`src/hw/rtl/mtd_pkg.sv`:
```
package mtd_pkg;

  // Run timer width and the extended width that holds up to 14 dot lengths
  localparam int TimerW = 24;
  localparam int ExtW = TimerW + 4;
  localparam int QDepth = 4;
  localparam int QAw = 2;

  localparam logic [TimerW-1:0] TimerInit = TimerW'(2560);
  localparam logic [TimerW-1:0] TimerMax = {TimerW{1'b1}};
  localparam logic [ExtW-1:0] Dot3Init = ExtW'(3 * 2560);
  localparam logic [ExtW-1:0] Dot7Init = ExtW'(7 * 2560);
  localparam logic [ExtW-1:0] Dot14Init = ExtW'(14 * 2560);

  // Input operation codes
  localparam logic OpSample = 1'b0;
  localparam logic OpAdvance = 1'b1;

  // Symbol counter limits
  localparam logic [2:0] SymMax = 3'd5;
  localparam logic [2:0] SymOver = 3'd6;

  localparam logic [6:0] SpaceCode = 7'h20;
  localparam logic [7:0] ThreshInit = 8'd100;

  typedef enum logic [1:0] {
    PH_CAL  = 2'd0,
    PH_WAIT = 2'd1,
    PH_DEC  = 2'd2,
    PH_FIN  = 2'd3
  } phase_t;

  typedef struct packed {
    logic       char_valid;
    logic [6:0] char_code;
    logic       message_end;
  } result_t;

  // One queued transaction: one or two results
  typedef struct packed {
    logic    two;
    result_t r0;
    result_t r1;
  } q_entry_t;

  function automatic logic [ExtW-1:0] absdiff(input logic [ExtW-1:0] a,
                                              input logic [ExtW-1:0] b);
    return (a >= b) ? (a - b) : (b - a);
  endfunction

  // Map symbol count and dash bits (bit 0 = first symbol) to ASCII, 0 if unknown
  function automatic logic [6:0] lookup(input logic [2:0] cnt, input logic [4:0] bits);
    logic [6:0] c;
    c = 7'h00;
    case ({cnt, bits})
      {3'd1, 5'd0}:  c = 7'h45; // E
      {3'd1, 5'd1}:  c = 7'h54; // T
      {3'd2, 5'd2}:  c = 7'h41; // A
      {3'd2, 5'd0}:  c = 7'h49; // I
      {3'd2, 5'd3}:  c = 7'h4D; // M
      {3'd2, 5'd1}:  c = 7'h4E; // N
      {3'd3, 5'd1}:  c = 7'h44; // D
      {3'd3, 5'd3}:  c = 7'h47; // G
      {3'd3, 5'd5}:  c = 7'h4B; // K
      {3'd3, 5'd7}:  c = 7'h4F; // O
      {3'd3, 5'd2}:  c = 7'h52; // R
      {3'd3, 5'd0}:  c = 7'h53; // S
      {3'd3, 5'd4}:  c = 7'h55; // U
      {3'd3, 5'd6}:  c = 7'h57; // W
      {3'd4, 5'd1}:  c = 7'h42; // B
      {3'd4, 5'd5}:  c = 7'h43; // C
      {3'd4, 5'd4}:  c = 7'h46; // F
      {3'd4, 5'd0}:  c = 7'h48; // H
      {3'd4, 5'd14}: c = 7'h4A; // J
      {3'd4, 5'd2}:  c = 7'h4C; // L
      {3'd4, 5'd6}:  c = 7'h50; // P
      {3'd4, 5'd11}: c = 7'h51; // Q
      {3'd4, 5'd8}:  c = 7'h56; // V
      {3'd4, 5'd9}:  c = 7'h58; // X
      {3'd4, 5'd13}: c = 7'h59; // Y
      {3'd4, 5'd3}:  c = 7'h5A; // Z
      {3'd5, 5'd30}: c = 7'h31;
      {3'd5, 5'd28}: c = 7'h32;
      {3'd5, 5'd24}: c = 7'h33;
      {3'd5, 5'd16}: c = 7'h34;
      {3'd5, 5'd0}:  c = 7'h35;
      {3'd5, 5'd1}:  c = 7'h36;
      {3'd5, 5'd3}:  c = 7'h37;
      {3'd5, 5'd7}:  c = 7'h38;
      {3'd5, 5'd15}: c = 7'h39;
      {3'd5, 5'd31}: c = 7'h30;
      default:       c = 7'h00;
    endcase
    return c;
  endfunction

endpackage

```
`src/hw/rtl/mtd_front.sv`:
```
module mtd_front (
  input  logic               clk,
  input  logic               rst_n,
  input  logic               cfg_wr_en,
  input  logic [7:0]         cfg_wr_data,
  input  logic               in_valid,
  output logic               in_ready,
  input  logic               in_op,
  input  logic [7:0]         in_intensity,
  input  logic [11:0]        in_frame_ticks,
  input  logic               q_full,
  output logic               q_push,
  output mtd_pkg::q_entry_t  q_wdata
);

  logic [7:0]                     thr_r;
  mtd_pkg::phase_t                phase_r, phase_nxt;
  logic                           led_r, led_nxt;
  logic [mtd_pkg::TimerW-1:0]     timer_r, timer_nxt;
  logic [mtd_pkg::TimerW-1:0]     dot_r, dot_nxt;
  logic [mtd_pkg::ExtW-1:0]       d3_r, d3_nxt, d7_r, d7_nxt, d14_r, d14_nxt;
  logic [2:0]                     cnt_r, cnt_nxt;
  logic [4:0]                     bits_r, bits_nxt;

  logic                           fire, now, dash;
  logic [mtd_pkg::ExtW-1:0]       t_ext, dsp, dlt, dwd, r_ext;
  logic [mtd_pkg::TimerW:0]       sum, rq_sum;
  logic [mtd_pkg::TimerW-1:0]     t_sat, r_q;
  logic                           sp_gap, lt_gap, end_hit, wait_go;
  logic [6:0]                     lk;

  assign in_ready = !q_full;
  assign fire     = in_valid && in_ready;
  assign now      = in_intensity > thr_r;

  // Gap and mark distances to 1, 3 and 7 dots
  assign t_ext = {4'b0, timer_r};
  assign dsp   = mtd_pkg::absdiff(t_ext, {4'b0, dot_r});
  assign dlt   = mtd_pkg::absdiff(t_ext, d3_r);
  assign dwd   = mtd_pkg::absdiff(t_ext, d7_r);

  assign sp_gap  = (dsp <= dlt) && (dsp <= dwd);
  assign lt_gap  = (dlt <= dsp) && (dlt <= dwd);
  assign end_hit = (phase_r == mtd_pkg::PH_DEC) && (t_ext > d14_r);
  assign wait_go = !led_r && ((dlt <= dsp) || (dwd <= dsp));
  assign dash    = !(dsp <= dlt);
  assign lk      = mtd_pkg::lookup(cnt_r, bits_r);

  // Saturating run timer advance
  assign sum   = {1'b0, timer_r} + {{(mtd_pkg::TimerW - 11){1'b0}}, in_frame_ticks};
  assign t_sat = sum[mtd_pkg::TimerW] ? mtd_pkg::TimerMax : sum[mtd_pkg::TimerW-1:0];

  // Round to nearest quarter second, ties down, clamp at timer max
  assign rq_sum = {1'b0, timer_r} + (mtd_pkg::TimerW + 1)'(31);
  assign r_q    = rq_sum[mtd_pkg::TimerW] ? mtd_pkg::TimerMax
                : {rq_sum[mtd_pkg::TimerW-1:6], 6'b0};
  assign r_ext  = {4'b0, r_q};

  // Phase next state
  always_comb begin
    phase_nxt = phase_r;
    if (fire) begin
      if (in_op == mtd_pkg::OpAdvance) begin
        if (phase_r == mtd_pkg::PH_CAL) phase_nxt = mtd_pkg::PH_WAIT;
      end else begin
        case (phase_r)
          mtd_pkg::PH_WAIT: begin
            if ((led_r != now) && wait_go) phase_nxt = mtd_pkg::PH_DEC;
          end
          mtd_pkg::PH_DEC: begin
            if (end_hit) phase_nxt = mtd_pkg::PH_FIN;
          end
          default: phase_nxt = phase_r;
        endcase
      end
    end
  end

  // Sample datapath and result generation
  always_comb begin
    led_nxt   = led_r;
    timer_nxt = timer_r;
    dot_nxt   = dot_r;
    d3_nxt    = d3_r;
    d7_nxt    = d7_r;
    d14_nxt   = d14_r;
    cnt_nxt   = cnt_r;
    bits_nxt  = bits_r;
    q_push    = 1'b0;
    q_wdata   = '0;
    if (fire && (in_op == mtd_pkg::OpSample) && (phase_r != mtd_pkg::PH_FIN)) begin
      led_nxt = now;
      if (end_hit) begin
        // close the message with the pending letter
        q_push                 = 1'b1;
        q_wdata.r0.char_valid  = (lk != 7'h00);
        q_wdata.r0.char_code   = lk;
        q_wdata.r0.message_end = 1'b1;
        cnt_nxt                = 3'd0;
        bits_nxt               = 5'd0;
      end else if (phase_r == mtd_pkg::PH_CAL) begin
        if (led_r && now) begin
          timer_nxt = t_sat;
        end else begin
          if (led_r && (r_q < dot_r)) begin
            dot_nxt = r_q;
            d3_nxt  = r_ext + (r_ext << 1);
            d7_nxt  = (r_ext << 3) - r_ext;
            d14_nxt = ((r_ext << 3) - r_ext) << 1;
          end
          timer_nxt = '0;
        end
      end else if (led_r == now) begin
        timer_nxt = t_sat;
      end else begin
        timer_nxt = '0;
        if (phase_r == mtd_pkg::PH_DEC) begin
          if (led_r) begin
            // append dot or dash
            if (cnt_r < mtd_pkg::SymMax) begin
              bits_nxt = bits_r | (5'(dash) << cnt_r);
              cnt_nxt  = cnt_r + 3'd1;
            end else begin
              cnt_nxt = mtd_pkg::SymOver;
            end
          end else if (!sp_gap) begin
            // letter or word gap: flush the letter
            cnt_nxt  = 3'd0;
            bits_nxt = 5'd0;
            if (lk != 7'h00) begin
              q_push               = 1'b1;
              q_wdata.r0.char_valid = 1'b1;
              q_wdata.r0.char_code  = lk;
              if (!lt_gap) begin
                q_wdata.two           = 1'b1;
                q_wdata.r1.char_valid = 1'b1;
                q_wdata.r1.char_code  = mtd_pkg::SpaceCode;
              end
            end else if (!lt_gap) begin
              q_push                = 1'b1;
              q_wdata.r0.char_valid = 1'b1;
              q_wdata.r0.char_code  = mtd_pkg::SpaceCode;
            end
          end
        end
      end
    end
  end

  always_ff @(posedge clk) begin
    if (!rst_n) begin
      thr_r   <= mtd_pkg::ThreshInit;
      phase_r <= mtd_pkg::PH_CAL;
      led_r   <= 1'b0;
      timer_r <= mtd_pkg::TimerInit;
      dot_r   <= mtd_pkg::TimerInit;
      d3_r    <= mtd_pkg::Dot3Init;
      d7_r    <= mtd_pkg::Dot7Init;
      d14_r   <= mtd_pkg::Dot14Init;
      cnt_r   <= 3'd0;
      bits_r  <= 5'd0;
    end else begin
      if (cfg_wr_en) thr_r <= cfg_wr_data;
      phase_r <= phase_nxt;
      led_r   <= led_nxt;
      timer_r <= timer_nxt;
      dot_r   <= dot_nxt;
      d3_r    <= d3_nxt;
      d7_r    <= d7_nxt;
      d14_r   <= d14_nxt;
      cnt_r   <= cnt_nxt;
      bits_r  <= bits_nxt;
    end
  end

endmodule

```
`src/hw/rtl/mtd_queue.sv`:
```
module mtd_queue (
  input  logic               clk,
  input  logic               rst_n,
  input  logic               push,
  input  mtd_pkg::q_entry_t  wdata,
  output logic               full,
  input  logic               pop,
  output logic               empty,
  output mtd_pkg::q_entry_t  rdata
);

  mtd_pkg::q_entry_t        mem_r [mtd_pkg::QDepth];
  logic [mtd_pkg::QAw-1:0]  wptr_r, wptr_nxt, rptr_r, rptr_nxt;
  logic [mtd_pkg::QAw:0]    cnt_r, cnt_nxt;
  logic                     do_push, do_pop;

  assign full    = (cnt_r == (mtd_pkg::QAw + 1)'(mtd_pkg::QDepth));
  assign empty   = (cnt_r == '0);
  assign do_push = push && !full;
  assign do_pop  = pop && !empty;
  assign rdata   = mem_r[rptr_r];

  // Advance pointers and occupancy
  always_comb begin
    wptr_nxt = do_push ? wptr_r + 1'b1 : wptr_r;
    rptr_nxt = do_pop ? rptr_r + 1'b1 : rptr_r;
    cnt_nxt  = cnt_r;
    if (do_push && !do_pop) cnt_nxt = cnt_r + 1'b1;
    else if (!do_push && do_pop) cnt_nxt = cnt_r - 1'b1;
  end

  always_ff @(posedge clk) begin
    if (!rst_n) begin
      wptr_r <= '0;
      rptr_r <= '0;
      cnt_r  <= '0;
    end else begin
      wptr_r <= wptr_nxt;
      rptr_r <= rptr_nxt;
      cnt_r  <= cnt_nxt;
    end
  end

  // Store entries
  always_ff @(posedge clk) begin
    if (do_push) mem_r[wptr_r] <= wdata;
  end

endmodule

```
`src/hw/rtl/mtd_back.sv`:
```
module mtd_back (
  input  logic               clk,
  input  logic               rst_n,
  input  logic               q_empty,
  input  mtd_pkg::q_entry_t  q_rdata,
  output logic               q_pop,
  output logic               out_valid,
  input  logic               out_ready,
  output logic               out_char_valid,
  output logic [6:0]         out_char_code,
  output logic               out_message_end,
  output logic               out_last
);

  logic              valid_r, valid_nxt;
  logic              sel_r, sel_nxt;
  mtd_pkg::result_t  res_r, res_nxt;
  logic              last_r, last_nxt;
  logic              load, is_last;

  // Load the output register when it is free or being drained
  assign load    = (!valid_r || out_ready) && !q_empty;
  assign is_last = !q_rdata.two || sel_r;
  assign q_pop   = load && is_last;

  always_comb begin
    valid_nxt = valid_r;
    sel_nxt   = sel_r;
    res_nxt   = res_r;
    last_nxt  = last_r;
    if (load) begin
      valid_nxt = 1'b1;
      res_nxt   = sel_r ? q_rdata.r1 : q_rdata.r0;
      last_nxt  = is_last;
      sel_nxt   = !is_last;
    end else if (out_ready) begin
      valid_nxt = 1'b0;
    end
  end

  always_ff @(posedge clk) begin
    if (!rst_n) begin
      valid_r <= 1'b0;
      sel_r   <= 1'b0;
    end else begin
      valid_r <= valid_nxt;
      sel_r   <= sel_nxt;
    end
  end

  // Hold payload
  always_ff @(posedge clk) begin
    res_r  <= res_nxt;
    last_r <= last_nxt;
  end

  assign out_valid       = valid_r;
  assign out_char_valid  = res_r.char_valid;
  assign out_char_code   = res_r.char_code;
  assign out_message_end = res_r.message_end;
  assign out_last        = last_r;

endmodule

```
`src/hw/rtl/morse_timing_decoder.sv`:
```
// Channel  | Handshake            | Payload
// ---------+----------------------+-------------------------------------------
// in       | in_valid / in_ready  | in_op, in_intensity, in_frame_ticks
// out      | out_valid / out_ready| out_char_valid, out_char_code,
//          |                      | out_message_end, out_last
// cfg      | cfg_wr_en            | cfg_wr_data (on_threshold)
//
// One input transaction is taken every cycle while the 4-entry result queue
// has room; the classifier finishes a sample in that same cycle.
// A transaction yields up to two results, drained one per cycle (while
// out_ready is high) from the queue through a registered output stage; the
// first result is offered on out_valid after the queue and the output register.
// Synchronous active-low reset; input stalls only when the queue is full.
module morse_timing_decoder (
  input  logic        clk,
  input  logic        rst_n,
  input  logic        cfg_wr_en,
  input  logic [7:0]  cfg_wr_data,
  input  logic        in_valid,
  output logic        in_ready,
  input  logic        in_op,
  input  logic [7:0]  in_intensity,
  input  logic [11:0] in_frame_ticks,
  output logic        out_valid,
  input  logic        out_ready,
  output logic        out_char_valid,
  output logic [6:0]  out_char_code,
  output logic        out_message_end,
  output logic        out_last
);

  logic               q_push, q_full, q_pop, q_empty;
  mtd_pkg::q_entry_t  q_wdata, q_rdata;

  mtd_front u_front (
    .clk            (clk),
    .rst_n          (rst_n),
    .cfg_wr_en      (cfg_wr_en),
    .cfg_wr_data    (cfg_wr_data),
    .in_valid       (in_valid),
    .in_ready       (in_ready),
    .in_op          (in_op),
    .in_intensity   (in_intensity),
    .in_frame_ticks (in_frame_ticks),
    .q_full         (q_full),
    .q_push         (q_push),
    .q_wdata        (q_wdata)
  );

  mtd_queue u_queue (
    .clk   (clk),
    .rst_n (rst_n),
    .push  (q_push),
    .wdata (q_wdata),
    .full  (q_full),
    .pop   (q_pop),
    .empty (q_empty),
    .rdata (q_rdata)
  );

  mtd_back u_back (
    .clk             (clk),
    .rst_n           (rst_n),
    .q_empty         (q_empty),
    .q_rdata         (q_rdata),
    .q_pop           (q_pop),
    .out_valid       (out_valid),
    .out_ready       (out_ready),
    .out_char_valid  (out_char_valid),
    .out_char_code   (out_char_code),
    .out_message_end (out_message_end),
    .out_last        (out_last)
  );

endmodule

```
`config.mk`:
```
export PLATFORM = sky130hd
export DESIGN_NAME = morse_timing_decoder
export DESIGN_NICKNAME = d
export VERILOG_FILES = /design/src/hw/rtl/mtd_pkg.sv /design/src/hw/rtl/mtd_front.sv /design/src/hw/rtl/mtd_queue.sv /design/src/hw/rtl/mtd_back.sv /design/src/hw/rtl/morse_timing_decoder.sv
export SDC_FILE = /design/constraint.sdc
export NUM_CORES = 1
export LEC_CHECK = 0
export BUFFER_PORTS_ARGS = -buffer_cell sky130_fd_sc_hd__buf_2
export CAP_MARGIN = 25
export CORE_UTILIZATION = 55
export CTS_BUF_LIST = sky130_fd_sc_hd__clkbuf_2 sky130_fd_sc_hd__clkbuf_4 sky130_fd_sc_hd__clkbuf_8
export DETAILED_ROUTE_END_ITERATION = 6
export PLACE_DENSITY_LB_ADDON = 0.1
export SYNTH_ARGS = -nofsm -noshare
export SYNTH_HDL_FRONTEND = slang
export SYNTH_SLANG_ARGS = --single-unit
```
`constraint.sdc`:
```
create_clock -name clk -period 15.5 [get_ports clk]
set_input_delay 2.325 -clock clk [delete_from_list [all_inputs] [get_ports clk]]
set_output_delay 2.325 -clock clk [all_outputs]
set_load 0.1 [all_outputs]
```
Word-level counts from Yosys, hierarchy flattened
Memory sizes are Yosys's and may differ from the RTL's. A register that Yosys moved wholly into a read port is not among the register bits.
Index checks and enable logic that the tools add are counted.

cells by class
  add/subtract/negate cells = 15
  $mul = 0
  divide/modulo/power cells = 0
  magnitude comparators = 12
  equality and inequality tests = 49
  shifts and indexed selects = 1
  multiplexer cells = 65
  bitwise operators = 4
  reduce and logical (&&, ||, !) cells = 40

operators with widths
  operator               count
  $pmux 7 s36            1
  $eq 8x8->1 const B     22
  $le 28x28->1           5
  $mux 24                5
  $eq 8x7->1 const B     12
  $mux 28                3
  $mux 8                 10
  $ge 24x28->1           2
  $sub 24x28->28         2
  $sub 28x24->28         2
  $mux 9                 6
  $sub 24x24->25         2
  $mux 5                 7
  $gt 24x28->1           1
  $sub 27x24->28         1
  $mux 3                 9
  $add 24x25->26         1
  $add 24x12->25         1
  $add 24x5->25 const B  1
  $ge 24x24->1           1
  $lt 24x24->1           1
  $mux 18                1
  $eq 8x6->1 const B     2
  $logic_and 1x1->1      16
  30 further kinds       72

storage, ports and cells
  register bits = 169
  bits in latches = 0
  RAM bits = 72
  memory bits (read-only) = 0
  input bits = 34
  output and inout bits = 12
  word-level logic and storage cells = 206
  memories kept = 1

memory list
  memory         depth  width  rd ports  clocked after memory_dff  wr ports  line             text
  u_queue.mem_r  4      18     1         1                         1         mtd_queue.sv:12  mtd_pkg::q_entry_t mem_r [mtd_pkg::QDepth];

Longest topological paths before layout
Gate-level depths: netlist of the first run.

  depth in word-level cells = 18
  mapped depth = 37
  mapped depth without buffers = 35

Modules after synthesis
From an unflattened synthesis of the first run, not the netlist that was laid out.

unflattened totals
  cells, all modules = 2,516
  area, all modules = 20,975.1 um^2

by module, submodules not included
  module     instances  cells each  area each (um^2)
  mtd_front  1          2,337       17,170.2
  mtd_queue  1          147         3,251.9
  mtd_back   1          32          553.0

Worst setup path after synthesis of the first run
OpenSTA, ideal clock, no wires.

  path type = register -> register
  start point = reg u_front.d7_r[5] (netlist name)
  end point = reg u_queue.cnt_r[2] (netlist name)
  data arrival time = 7.029 ns
  path slack = 8.401 ns
  cell stages (with the launch flop) = 36
  buffers on the path = 3
  path through = dfxtp_1 > inv_1 > ha_1 > and2_1 > a41oi_1 > a21oi_1 > o211a_1 > nor2_1 > buf_2 > buf_2 > mux2i_1 > nand3_1 > o21ai_0 > o21ai_0 > a31o_2 > nand3_1 > nand2_1 > xnor2_1 > ha_1 > and4_1 > or3b_2 > nor3_1 > nand2_1 > nor2_1 > nand3_1 > o211ai_1 > o21bai_2 > a21oi_4 > o31a_1 > buf_6 > ha_1 > inv_1 > fa_1 > xor2_1 > or3_1 > a21oi_1

on the way
  cells in the longest elaborated chain, start to end = 17
  elaborated cells between the ends (all ways) = 23
  classes of those cells = add/sub (2); order compare (3); mux (11); reduce/logical (7)

ends and longest elaborated chain
  what                                    line              text
  from (decl)                             mtd_front.sv:21   logic [mtd_pkg::ExtW-1:0] d3_r, d3_nxt, d7_r, d7_nxt, d14_r, d14_nxt;
  from (signal assigned)                  mtd_front.sv:158  d7_r <= mtd_pkg::Dot7Init;
  from (signal assigned)                  mtd_front.sv:169  d7_r <= d7_nxt;
  $sub 28x24->28 (tied with other cells)  mtd_pkg.sv:48     return (a >= b) ? (a - b) : (b - a);
  $mux 28 *                               mtd_pkg.sv:48
  $le 28x28->1                            mtd_front.sv:43   assign lt_gap = (dlt <= dsp) && (dlt <= dwd);
  $logic_and 1x1->1                       mtd_front.sv:43
  $mux 1                                  mtd_front.sv:139  end else if (!lt_gap) begin
  $mux 1                                  mtd_front.sv:130  if (lk != 7'h00) begin
  $mux 1 *                                mtd_front.sv:126  end else if (!sp_gap) begin
  $mux 1 *                                mtd_front.sv:118  if (led_r) begin
  (+2 left out)                           -
  $mux 1 *                                mtd_front.sv:101  end else if (phase_r == mtd_pkg::PH_CAL) begin
  $mux 1 *                                mtd_front.sv:93   if (end_hit) begin
  $mux 1 *                                mtd_front.sv:91   if (fire && (in_op == mtd_pkg::OpSample) && (phase_r != mtd_pkg::PH_FIN)) begin
  $logic_and 1x1->1 *                     mtd_queue.sv:19   assign do_push = push && !full;
  via u_queue.do_push                     mtd_queue.sv:15   logic do_push, do_pop;
  $logic_not 1->1                         mtd_queue.sv:29   else if (!do_push && do_pop) cnt_nxt = cnt_r - 1'b1;
  $logic_and 1x1->1                       mtd_queue.sv:29
  $reduce_bool 2->1 (no line)             -
  to (signal assigned)                    mtd_queue.sv:40   cnt_r <= cnt_nxt;
  to (decl)                               mtd_queue.sv:14   logic [mtd_pkg::QAw:0] cnt_r, cnt_nxt;

The timed path passes the listed nets; every way through them passes the cells marked *.
A chain may end at the register's enable or synchronous reset.

Final worst setup path of the first run
  start point = reg u_front.d7_r[5] (netlist name)
  end point = reg u_queue.cnt_r[2] (netlist name)

on the way
  cells in the longest elaborated chain, start to end = 17
  elaborated cells between the ends (all ways) = 23
  classes of those cells = add/sub (2); order compare (3); mux (11); reduce/logical (7)

ends and longest elaborated chain
  what                                    line              text
  $sub 28x24->28 (tied with other cells)  mtd_pkg.sv:48
  $mux 28 *                               mtd_pkg.sv:48
  $le 28x28->1                            mtd_front.sv:43
  $logic_and 1x1->1                       mtd_front.sv:43
  $mux 1                                  mtd_front.sv:139
  $mux 1                                  mtd_front.sv:130
  $mux 1 *                                mtd_front.sv:126
  $mux 1 *                                mtd_front.sv:118
  $mux 1 *                                mtd_front.sv:117  if (phase_r == mtd_pkg::PH_DEC) begin
  $mux 1 *                                mtd_front.sv:113  end else if (led_r == now) begin
  $mux 1 *                                mtd_front.sv:101
  $mux 1 *                                mtd_front.sv:93
  $mux 1 *                                mtd_front.sv:91
  $logic_and 1x1->1 *                     mtd_queue.sv:19
  $logic_not 1->1                         mtd_queue.sv:29
  $logic_and 1x1->1                       mtd_queue.sv:29
  $reduce_bool 2->1 (no line)             -

Mark *: on every way between the ends. The rest lies on a longest branch, timed or not.

==> metrics.md, run 1 <==
| Metric | Value |
|---|---|
| Post-Syn Nets | 2,744 |
| Post-synth cell types | between 90 and 100 |
| Worst R2R End | u_queue.cnt_r[2] |
| Num Clock Sinks | about 160 |
| Number of synthesized flops with an enable pin | 50 |
| Final global-route overflow total | 0 |
| Data arrival time of the critical path | between 10 and 15 ns |
| Vias in the first global route | 17,461 |
| Number of failing hold endpoints at the final stage | 0 |
| Total core area | around 0.034 mm^2 |
| Power density normalized to cell area | around 88 mW/mm^2 |
| VDD IR-drop max | 0.0000813 V |
| Sequential fraction of the synthesis area | 20.0% |
| Dpl ws | 6.04 ns |
| Leak pwr | 0.00890 uW |
| Portion of the clock cycle consumed by the worst path in the final layout | a little over three fifths |
| I/O Pins | 46 |
| Instance count along the most critical hold path | 2 |
| Number of antenna violations at the first check in global routing | 1 |
| Final core area utilization | about three fifths |
| Peak Freq | roughly 100 MHz |
| Count of yosys warnings during synthesis | 0 |
| Mean number of vias per cell | ~6.4 |
| Die area | around 0.035 mm^2 |
| Mapped Area | around 0.019 mm^2 |
| DRT Pass-1 Iters | 5 |
| Row cnt | 67 |
| Capturing element type of the critical path | register |
| Most frequent cell after synthesis | sky130_fd_sc_hd__ha_1 |
| Cell types with the largest area share after synthesis | sky130_fd_sc_hd__ha_1 (20%), sky130_fd_sc_hd__dfxtp_1 (12%), sky130_fd_sc_hd__edfxtp_1 (8.0%) |
| Worst hold endpoint | u_back.out_valid |
| DRC errors left | 0 |
| Die height | between 150 and 200 um |
| Synthesis-to-finish area growth | 5.00% |
| Mean Syn Cell Area | approximately 7.8 um^2 |
| Setup slack of the worst register-to-register path | 5.82 ns |
| Clock tree from TritonCTS | built |
| Primary FF master, synth | sky130_fd_sc_hd__dfxtp_1 |
| Period minus WS final | ~9.7 ns |
| Post-detailed-routing wire length | around 62 mm |
| Count of vias placed by the detailed router | ~18,000 |
| Area share of the leading cell type in the synthesized netlist | 19.8% |
| Worst Min Path Start | u_back.out_valid |
| Top cells by instance count after synthesis | sky130_fd_sc_hd__ha_1 (298), sky130_fd_sc_hd__a21oi_1 (243), sky130_fd_sc_hd__nand2_1 (220), sky130_fd_sc_hd__inv_1 (196), sky130_fd_sc_hd__nor2_1 (185) |
| Initial Util | between 50% and 60% |
| Setup repair after global routing missed its margin | no |
| Clock-pin transition on the worst setup and hold timing paths | roughly 0.10 ns |
| Crit path launch type | register |
| Max-cap violations | 0 |
| Path depth of the worst reg2reg path | 33 |
| Async set or reset register ratio after synthesis | 0% |
| Number of buffers inserted by port buffering | between 40 and 50 |
| First-pass GRT wire length | roughly 97 mm |
| CP max-delay cell | sky130_fd_sc_hd__ha_1 |
| Run status | complete, no violations |
| Worst clock skew on the final layout | ~0.02 ns |
| Buffers inserted by post-CTS timing repair | 0 |
| DRT iter0 DRCs | between 1,000 and 1,500 |
| Post-detailed-placement half-perimeter wirelength | 50.7 mm |
| Later-pin clock latency in the skew report | between 0.5 and 0.6 ns |
| GRT Overall Usage | 35.6% |
| Number of buffers between clock root and the deepest sink | 2 |
| Final-layout setup total negative slack | 0 ns |
| Cell type with the largest total area after synthesis | sky130_fd_sc_hd__ha_1 |
| Total area of multi-input combinational cells | 0.0139 mm^2 |
| Worst-path fanout max | 25 |
| Start-to-end type of the worst setup path | register to register |
| Data required time of the critical path | approximately 16 ns |
| Area taken by flip-flops and latches | between 0.003 and 0.004 mm^2 |
| Resize count post-CTS | 0 |
| Headroom to the max-slew limit | around 37% |
| PnR worst setup slack | 5.82 ns |
| Worst min-delay path class | register to register |
| Pin count of the biggest net entering global routing | 67 |
| Synthesized instance count | about 2,400 |
| Die span in x | 187 um |
| TritonCTS Buffers | 17 |
| Number of inserted filler cells in the final layout | 3,140 |
| Max-slew violation total from the final report | 0 |
| Setup violation total in the final timing report | 0 |
| Count of nets after finishing | around 2,700 |
| Startpoint of the lowest-slack register-to-register path | u_front.d7_r[5] |
| Post-CTS Hold Fix Bufs | 0 |
| Per-cell routed wire length | approximately 22 um |
| H-tree depth | 4 |
| Worst Max-Slew Pin Slew | 0.930 ns |
| Delay of the slowest cell on the worst path | a little over 0.7 ns |
| Final RePlAce weighted congestion | roughly 1 |
| Share of post-route cells with drive strength above 1 | between 6 and 7% |
| Number of routed nets with antenna violations | 0 |
| Clock tree root driver cell | sky130_fd_sc_hd__clkbuf_8 |
| Number of register bits inferred by synthesis | roughly 160 |
stage by stage:
stage | instances | hold slack [ns] | power (uW) | cell area, um^2
floorplan | 2408 | 0.449 | 1150 | 18900
global placement | 2814 | 0.453 | 1370 | 19400
detailed placement | 2815 | 0.472 | 1380 | 19400
CTS | 2847 | 0.488 | 1740 | 19800
global route | 2848 | 0.516 | 1850 | 19800
finish | 2849 | 0.486 | 1750 | 19800
state kept, by name (all words and copies together), names as in the netlist, named ones only:
signal and flops:
u_back.out_char_code 7, u_back.out_char_valid 1, u_back.out_last 1, u_back.out_message_end 1
u_back.out_valid 1, u_back.sel_r 1, u_front.bits_r 5, u_front.cnt_r 3
u_front.d3_r 19, u_front.d7_r 23, u_front.dot_r 18, u_front.led_r 1
u_front.phase_r 2, u_front.thr_r 8, u_front.timer_r 24, u_queue.cnt_r 3
u_queue.mem_r 40, u_queue.rptr_r 2, u_queue.wptr_r 2
kinds of logic after synthesis:
logic type | count (synthesis) | synth area share, %
simple gates | 707 | 17.8
fa+ha+maj | 303 | 20.2
mux | 71 | 4.58
flops | 164 | 20.0
xor+xnor | 114 | 5.39
compound gates | 748 | 25.7
buf+inv | 301 | 6.28
layout by cell type, fill, tap and decap left out, types with 31 or more instances in the layout:
master and n:
sky130_fd_sc_hd__nand2_1 220, sky130_fd_sc_hd__o21ai_0 149, sky130_fd_sc_hd__nand4_1 40, sky130_fd_sc_hd__nand3_1 57, sky130_fd_sc_hd__inv_1 196, sky130_fd_sc_hd__a211oi_1 31
sky130_fd_sc_hd__nor3_1 39, sky130_fd_sc_hd__buf_2 45, sky130_fd_sc_hd__dfxtp_1 114, sky130_fd_sc_hd__edfxtp_1 50, sky130_fd_sc_hd__mux2i_1 38, sky130_fd_sc_hd__xnor2_1 83
sky130_fd_sc_hd__ha_1 298, sky130_fd_sc_hd__a21oi_1 242, sky130_fd_sc_hd__nor2_1 183, sky130_fd_sc_hd__a21o_1 81
power breakdown:
group          total [uW]  switching [uW]  internal [uW]
Combinational         909             586            323
Clock                 356             179            176
Sequential            488            21.8            467
layer usage:
metal / vias up / share of wire (%) / track usage, %
li1: 8662 / - / -
met1: 8630 / 45 / 48.4
met2: 799 / 43 / 54.7
met3: 128 / 8.3 / 6.59
met4: 0 / 4.0 / 15.5
met5: - / 0 / 0
critical path, delay by kind of cell (launching register included):
kind | cells | cell delay [ns]
multiplexers | 1 | 0.29
adder cells (fa/ha/maj) | 4 | 1.58
AO/OA/AOI/OAI | 13 | 3.09
flip-flops | 1 | 0.62
XOR/XNOR | 2 | 0.59
AND/OR/NAND/NOR | 10 | 2.64
buffers and inverters | 3 | 0.78
worst max path at each step:
stage,slack (ns),to,start,cells past startpoint
2_1_floorplan,8.40,u_queue.cnt_r[2],u_front.d7_r[5],35
3_3_place_gp,6.18,u_queue.cnt_r[2],u_front.d7_r[5],33
3_5_place_dp,6.04,u_queue.cnt_r[2],u_front.d7_r[5],33
4_1_cts,5.99,u_queue.cnt_r[2],u_front.d7_r[5],33
5_1_grt,5.30,u_queue.cnt_r[2],u_front.d7_r[5],33
6_report,5.82,u_queue.cnt_r[2],u_front.d7_r[5],33
cell type report:
| type | instances | area share (%) |
|---|---|---|
| multi-input combinational | 1943 | 70.3 |
| sequential | 164 | 19.1 |
| inverter | 197 | 3.73 |
| tap | 448 | 2.83 |
| timing repair buffer | 64 | 1.86 |
| clock buffer | 17 | 1.18 |
| clock inverter | 15 | 1.02 |
| antenna | 1 | 0.0126 |
(Power assumes the default switching activity.)
==> run 2: changes to the inputs <==
- ABC_AREA: not set -> 1
- clock period: 15.5 -> 8.7 ns (I/O delays scaled with it)
==> run 2 against run 1 <==
Against the previous run: die area up 3.1%; sequential power grew 89%; clock skew up 0.0058 ns; clock-buffer cell count is the same; sequential cell count did not move; via count rose by 14%; sequential share of layout area fell by 0.60 points; first-iteration DRC count is 74% higher; register-to-register slack worse by 4.7 ns; critical endpoint unchanged; largest cell class unchanged; largest power group unchanged.
==> metrics.md, run 2 <==
| Metric | Value |
|---|---|
| Run status | complete, no violations |
| Setup slack of the worst register-to-register path | 1.12 ns |
| Net switching power figure | approximately 3000 uW |
| Primary FF master, synth | sky130_fd_sc_hd__dfxtp_1 |
| Setup repair after global routing missed its margin | no |
| TritonCTS Buffers | 17 |
| Die span in x | roughly 190 um |
| VDD IR-drop max | about 0.00032 V |
| Post-synth cell types | between 70 and 80 |
| Die height | 190 um |
| Worst min-delay path class | register to register |
| Clock tree root driver cell | sky130_fd_sc_hd__clkbuf_8 |
| Final core area utilization | roughly three fifths |
| Number of buffers between clock root and the deepest sink | 2 |
| Share of power burned in combinational logic | about 72% |
| Top cell family by delay on the critical path | simple AND/OR/NAND/NOR gates |
| Vias in the first global route | between 15,000 and 20,000 |
| PnR worst setup slack | ~1.1 ns |
| Worst Max-Slew Pin Slew | 0.986 ns |
| DRC errors left | 0 |
| Max-slew violation total from the final report | 0 |
| Synthesized instance count | 2,903 |
| Post-CTS Hold Fix Bufs | 0 |
| Row cnt | about 70 |
| Regs by FF count | u_queue.mem_r (40), u_front.timer_r (24), u_front.d7_r (23) |
| Pin count of the biggest net entering global routing | 82 |
| Leak pwr | between 0.01 and 0.015 uW |
| Capturing element type of the critical path | register |
| Resize count post-CTS | 0 |
| Mean Syn Cell Area | roughly 6.7 um^2 |
| Final RePlAce weighted congestion | approximately 1.1 |
| Headroom to the max-slew limit | between 30% and 40% |
| Crit path launch type | register |
| Number of failing hold endpoints at the final stage | 0 |
| Cell type with the largest total area after synthesis | sky130_fd_sc_hd__ha_1 |
| GRT Overall Usage | about two fifths |
| Count of yosys warnings during synthesis | 0 |
| Register with the most flip-flops | u_queue.mem_r |
| Portion of the clock cycle consumed by the worst path in the final layout | ~87% |
| Cell types with the largest area share after synthesis | sky130_fd_sc_hd__ha_1 (19%), sky130_fd_sc_hd__dfxtp_1 (12%), sky130_fd_sc_hd__nand2_1 (10%) |
| Final-layout setup total negative slack | 0 ns |
| Total core area | roughly 0.035 mm^2 |
| Async set or reset register ratio after synthesis | 0% |
| Start-to-end type of the worst setup path | register to register |
| CP max-delay cell | sky130_fd_sc_hd__ha_1 |
| Power density normalized to cell area | ~260 mW/mm^2 |
| Mean number of vias per cell | a little over 6 |
| Period minus WS final | 7.58 ns |
| Total instance count after detailed placement | between 3,000 and 4,000 |
| Area share of the leading cell type in the synthesized netlist | 19.2% |
| Count of nets after finishing | 3,256 |
| Die area | ~0.036 mm^2 |
| Leading cell type in the layout, fill and taps excluded | sky130_fd_sc_hd__nand2_1 |
| Setup violation total in the final timing report | 0 |
| Buffers inserted by post-CTS timing repair | 0 |
| Combined buffer and inverter count along the critical path | 6 |
| DRT Pass-1 Iters | 6 |
| H-tree depth | 4 |
| Number of register bits inferred by synthesis | roughly 160 |
| Max-cap violations | 0 |
| Count of vias placed by the detailed router | 20,752 |
| Internal power | 2230 uW |
| Most frequent CP cell | sky130_fd_sc_hd__nand2_1 |
| Data required time of the critical path | 9.13 ns |
| Clock-pin transition on the worst setup and hold timing paths | approximately 0.11 ns |
| First-pass GRT wire length | roughly 110 mm |
| Num Clock Sinks | around 160 |
| Mapped Area | 0.0195 mm^2 |
| Post-detailed-routing wire length | roughly 71 mm |
| Clock tree from TritonCTS | built |
| Switching power share of the total | between 50% and 60% |
| Worst-path fanout max | 24 |
| Count of non-filler cells in the finished layout | 3,388 |
| Antenna Cells | 0 |
| Sequential fraction of the synthesis area | approximately a fifth |
| Data arrival time of the critical path | 8.01 ns |
| Peak Freq | roughly 130 MHz |
| Number of synthesized flops with an enable pin | 50 |
| Number of buffers inserted by port buffering | 45 |
| Most frequent cell after synthesis | sky130_fd_sc_hd__nand2_1 |
| Dpl ws | around 1.2 ns |
| Worst clock skew on the final layout | 0.0258 ns |
| Number of antenna violations at the first check in global routing | 0 |
| Number of routed nets with antenna violations | 0 |
| Share of post-route cells with drive strength above 1 | 5.42% |
| I/O Pins | 46 |
| Proportion of power drawn by the clock network | between 10% and 20% |
| Synthesis-to-finish area growth | 5.12% |
| DRT iter0 DRCs | 2,535 |
| Initial Util | ~56% |
| Later-pin clock latency in the skew report | a little over 0.5 ns |
| Per-cell routed wire length | 21.0 um |
| Max FFs per register | 40 |
| Post-Syn Nets | 3,239 |
| Post-detailed-placement half-perimeter wirelength | between 50 and 60 mm |
| Delay of the slowest cell on the worst path | 0.62 ns |
| Final global-route overflow total | 0 |
| Top cells by instance count after synthesis | sky130_fd_sc_hd__nand2_1 (534), sky130_fd_sc_hd__inv_1 (414), sky130_fd_sc_hd__a21oi_1 (359), sky130_fd_sc_hd__ha_1 (298), sky130_fd_sc_hd__nor2_1 (291) |
| Sequential share of power | between 15 and 20% |
| Highest-count cells in the layout ignoring fill and taps | sky130_fd_sc_hd__nand2_1 (534), sky130_fd_sc_hd__inv_1 (414), sky130_fd_sc_hd__a21oi_1 (359) |
-- run 2: cell types whose count changed after synthesis, sizes merged, moves of 30 or more --
cell,previous run,this run
nand2,220,557
o21ai,150,252
nand2b,30,0
inv,197,421
nor2,185,312
a21o,82,9
a21oi,245,362
nand3,57,88
clkbuf,79,37
xnor2,84,40
xor2,30,81
-- run 2: cell type report --
cell class | count | area, um^2
Multi-Input combinational cell | 2257 | 13800
Tap cell | 455 | 569
Inverter | 424 | 1600
Timing Repair Buffer | 56 | 328
Sequential cell | 164 | 3780
Fill cell | 3369 | 14200
Clock buffer | 17 | 234
Clock inverter | 15 | 121
-- run 2: worst paths after layout --
check / from / endpoint / depth (start not counted)
worst max-delay path: u_front.d7_r[5] / u_queue.cnt_r[2] / 37
worst max register to register: u_front.d7_r[5] / u_queue.cnt_r[2] / 37
worst min register to register: u_front.thr_r[3] / u_front.thr_r[3] / 2
worst min-delay path: u_front.thr_r[3] / u_front.thr_r[3] / 2
-- run 2: worst register-to-register path, delay by kind of cell, from the launching register on --
kind	cells	cell delay [ns]
buf+inv	6	1.32
fa+ha+maj	4	1.48
compound gates	5	0.83
simple gates	21	2.95
flops	1	0.60
mux	1	0.33
-- run 2: logic make-up (layout without fill, tap and decap cells) --
family	count (synthesis)	in the layout	synth area share [%]
AOI/OAI and AO/OA	761	761	21.9
xor gates and xnor gates	121	121	5.44
adders and majority gates	302	302	19.6
buffers and inverters	482	512	9.60
DFF	164	164	19.4
muxes	13	13	0.668
and+or+nand+nor	1060	1060	23.4
-- run 2: power groups by stage --
stage / combinational [uW] / clock (uW) / sequential (uW)
4_1_cts: 3700 / 540 / 917
3_5_place_dp: 3680 / 0 / 935
6_report: 3800 / 539 / 920
3_3_place_gp: 3610 / 0 / 930
5_1_grt: 4170 / 568 / 927
2_1_floorplan: 2410 / 0 / 1070
-- run 2: layer usage --
layer / vias up / global-route usage, % / wire, um
met5: - / 0 / 0
met4: 0 / 13.5 / 2310
met3: 129 / 6.66 / 7210
met2: 1096 / 59.0 / 29800
met1: 9684 / 57.0 / 31800
li1: 9843 / - / -
-- run 2: metrics by stage --
step | total power, uW | area, um^2 | hold WS (ns)
after floorplan | 3480 | 19500 | 0.436
after global placement | 4540 | 20100 | 0.452
after detailed placement | 4620 | 20100 | 0.463
after CTS | 5160 | 20500 | 0.477
after global routing | 5660 | 20500 | 0.490
final | 5260 | 20500 | 0.479
==> run 3: changes to the inputs <==
- CELL_PAD_IN_SITES_DETAIL_PLACEMENT: not set -> 0
- CELL_PAD_IN_SITES_GLOBAL_PLACEMENT: not set -> 1
- CORE_UTILIZATION: 55 -> 43
==> run 3 against run 2 <==
Against the previous run: total power up 0.89%; maximum frequency down 3.6%; non-clock buffer count up 5; register-to-register slack worse by 0.28 ns; setup slack worse by 0.28 ns; worst hold slack worse by 0.0089 ns; clock-buffer cell count unchanged; design area up 1.3%; clock skew down 0.0050 ns; combinational power about the same; sequential power about the same; critical endpoint unchanged; highest routed layer unchanged.
==> metrics.md, run 3 (synthesis gave the netlist of run 2 again) <==
| Metric | Value |
|---|---|
| Post-CTS Hold Fix Bufs | 0 |
| Vias in the first global route | around 19,000 |
| I/O Pins | between 40 and 50 |
| Number of antenna violations at the first check in global routing | 0 |
| Regs by FF count | u_queue.mem_r (40), u_front.timer_r (24), u_front.d7_r (23) |
| Start-to-end type of the worst setup path | register to register |
| Headroom to the max-slew limit | about 37% |
| Capturing element type of the critical path | register |
| Most frequent CP cell | sky130_fd_sc_hd__nand2_1 |
| Clock-pin transition on the worst setup and hold timing paths | between 0.1 and 0.15 ns |
| Setup violation total in the final timing report | 0 |
| First-pass GRT wire length | roughly 110 mm |
| Power density normalized to cell area | between 200 and 300 mW/mm^2 |
| H-tree depth | 4 |
| Die height | around 210 um |
| Clock tree from TritonCTS | built |
| Number of failing hold endpoints at the final stage | 0 |
| CP max-delay cell | sky130_fd_sc_hd__nor4_1 |
| Crit path launch type | register |
| Initial Util | ~44% |
| VDD IR-drop max | around 0.00022 V |
| Mean number of vias per cell | between 5 and 6 |
| Worst Max-Slew Pin Slew | just over 0.9 ns |
| DRT iter0 DRCs | between 1,500 and 2,000 |
| Synthesis-to-finish area growth | 6.45% |
| Resize count post-CTS | 0 |
| Count of nets after finishing | ~3,300 |
| Worst clock skew on the final layout | around 0.021 ns |
| Portion of the clock cycle consumed by the worst path in the final layout | 90.3% |
| Number of buffers inserted by port buffering | 45 |
| Number of buffers between clock root and the deepest sink | 2 |
| Leading cell type in the layout, fill and taps excluded | sky130_fd_sc_hd__nand2_1 |
| Post-detailed-routing wire length | 75.2 mm |
| Max FFs per register | 40 |
| Row cnt | 77 |
| Per-cell routed wire length | 21.3 um |
| Setup repair after global routing missed its margin | no |
| Peak Freq | around 130 MHz |
| Die area | 0.0461 mm^2 |
| Data arrival time of the critical path | approximately 8.4 ns |
| Post-detailed-placement half-perimeter wirelength | 63.0 mm |
| Later-pin clock latency in the skew report | between 0.5 and 0.6 ns |
| Final global-route overflow total | 0 |
| Worst-path fanout max | 13 |
| Max-cap violations | 0 |
| Final RePlAce weighted congestion | approximately 1 |
| Period minus WS final | about 7.9 ns |
| Register with the most flip-flops | u_queue.mem_r |
| Data required time of the critical path | ~9.2 ns |
| Final core area utilization | a little under half |
| Delay of the slowest cell on the worst path | around 0.73 ns |
| DRC errors left | 0 |
| Run status | complete, no violations |
| Worst min-delay path class | register to register |
| Highest-count cells in the layout ignoring fill and taps | sky130_fd_sc_hd__nand2_1 (534), sky130_fd_sc_hd__inv_1 (414), sky130_fd_sc_hd__a21oi_1 (359) |
| Number of inserted filler cells in the final layout | approximately 4,800 |
| Buffers inserted by post-CTS timing repair | 0 |
| Total core area | around 0.044 mm^2 |
| DRT Pass-1 Iters | 6 |
| Num Clock Sinks | 164 |
| Top cell family by delay on the critical path | simple AND/OR/NAND/NOR gates |
| Number of routed nets with antenna violations | 0 |
| Final-layout setup total negative slack | 0 ns |
| Count of vias placed by the detailed router | about 20,000 |
| Max-slew violation total from the final report | 0 |
| Share of post-route cells with drive strength above 1 | under 10% |
| Combined buffer and inverter count along the critical path | 7 |
| TritonCTS Buffers | 17 |
| Pin count of the biggest net entering global routing | between 80 and 90 |
| Die span in x | between 200 and 250 um |
| Leak pwr | roughly 0.010 uW |
| GRT Overall Usage | ~33% |
| Clock tree root driver cell | sky130_fd_sc_hd__clkbuf_8 |
run 3: worst min-delay path: stages, from the launching register on:
cell and delay (ns):
sky130_fd_sc_hd__dfxtp_1 0.31, sky130_fd_sc_hd__inv_1 0.06, sky130_fd_sc_hd__a21oi_1 0.06
run 3: final timing paths:
path,cells past startpoint,startpoint,to,slack (ns)
setup / recovery,38,u_front.d7_r[5],u_queue.cnt_r[2],0.84
hold / removal,2,u_front.thr_r[1],u_front.thr_r[1],0.47
hold reg to reg,2,u_front.thr_r[1],u_front.thr_r[1],0.47
setup reg to reg,38,u_front.d7_r[5],u_queue.cnt_r[2],0.84
run 3: per-stage QoR:
step	area (um^2)	worst slack, ns	total power, uW	hold slack, ns	cells
6_report	20700	0.841	5300	0.470	3531
3_5_place_dp	20300	0.928	4620	0.456	3498
3_3_place_gp	20300	1.08	4550	0.453	3498
4_1_cts	20700	0.919	5250	0.477	3530
5_1_grt	20700	0.236	5770	0.501	3530
2_1_floorplan	19500	2.87	3480	0.436	2903
run 3: power breakdown:
group	leakage, uW	switching, uW	internal (uW)
registers	0.00139	61.4	856
logic	0.00882	2600	1170
clock network	0.000205	375	244
run 3: metal layers:
| layer | track usage (%) | wire length (um) | vias up |
|---|---|---|---|
| met4 | 9.88 | 2030 | 0 |
| met5 | 0 | 0 | - |
| met3 | 6.47 | 6230 | 77 |
| met1 | 47.4 | 35900 | 9501 |
| li1 | - | - | 9835 |
| met2 | 47.6 | 31000 | 720 |
run 3: cell type report:
class                   instances  area [um^2]  area share (%)
diodes                          1         2.50          0.0121
repair buffers                 61          345            1.67
clock buffers                  17          234            1.13
multi-input cells            2257        13800            66.7
inverters                     424         1600            7.70
flip-flops and latches        164         3780            18.3
well taps                     592          741            3.57
clock inverters                15          188           0.906
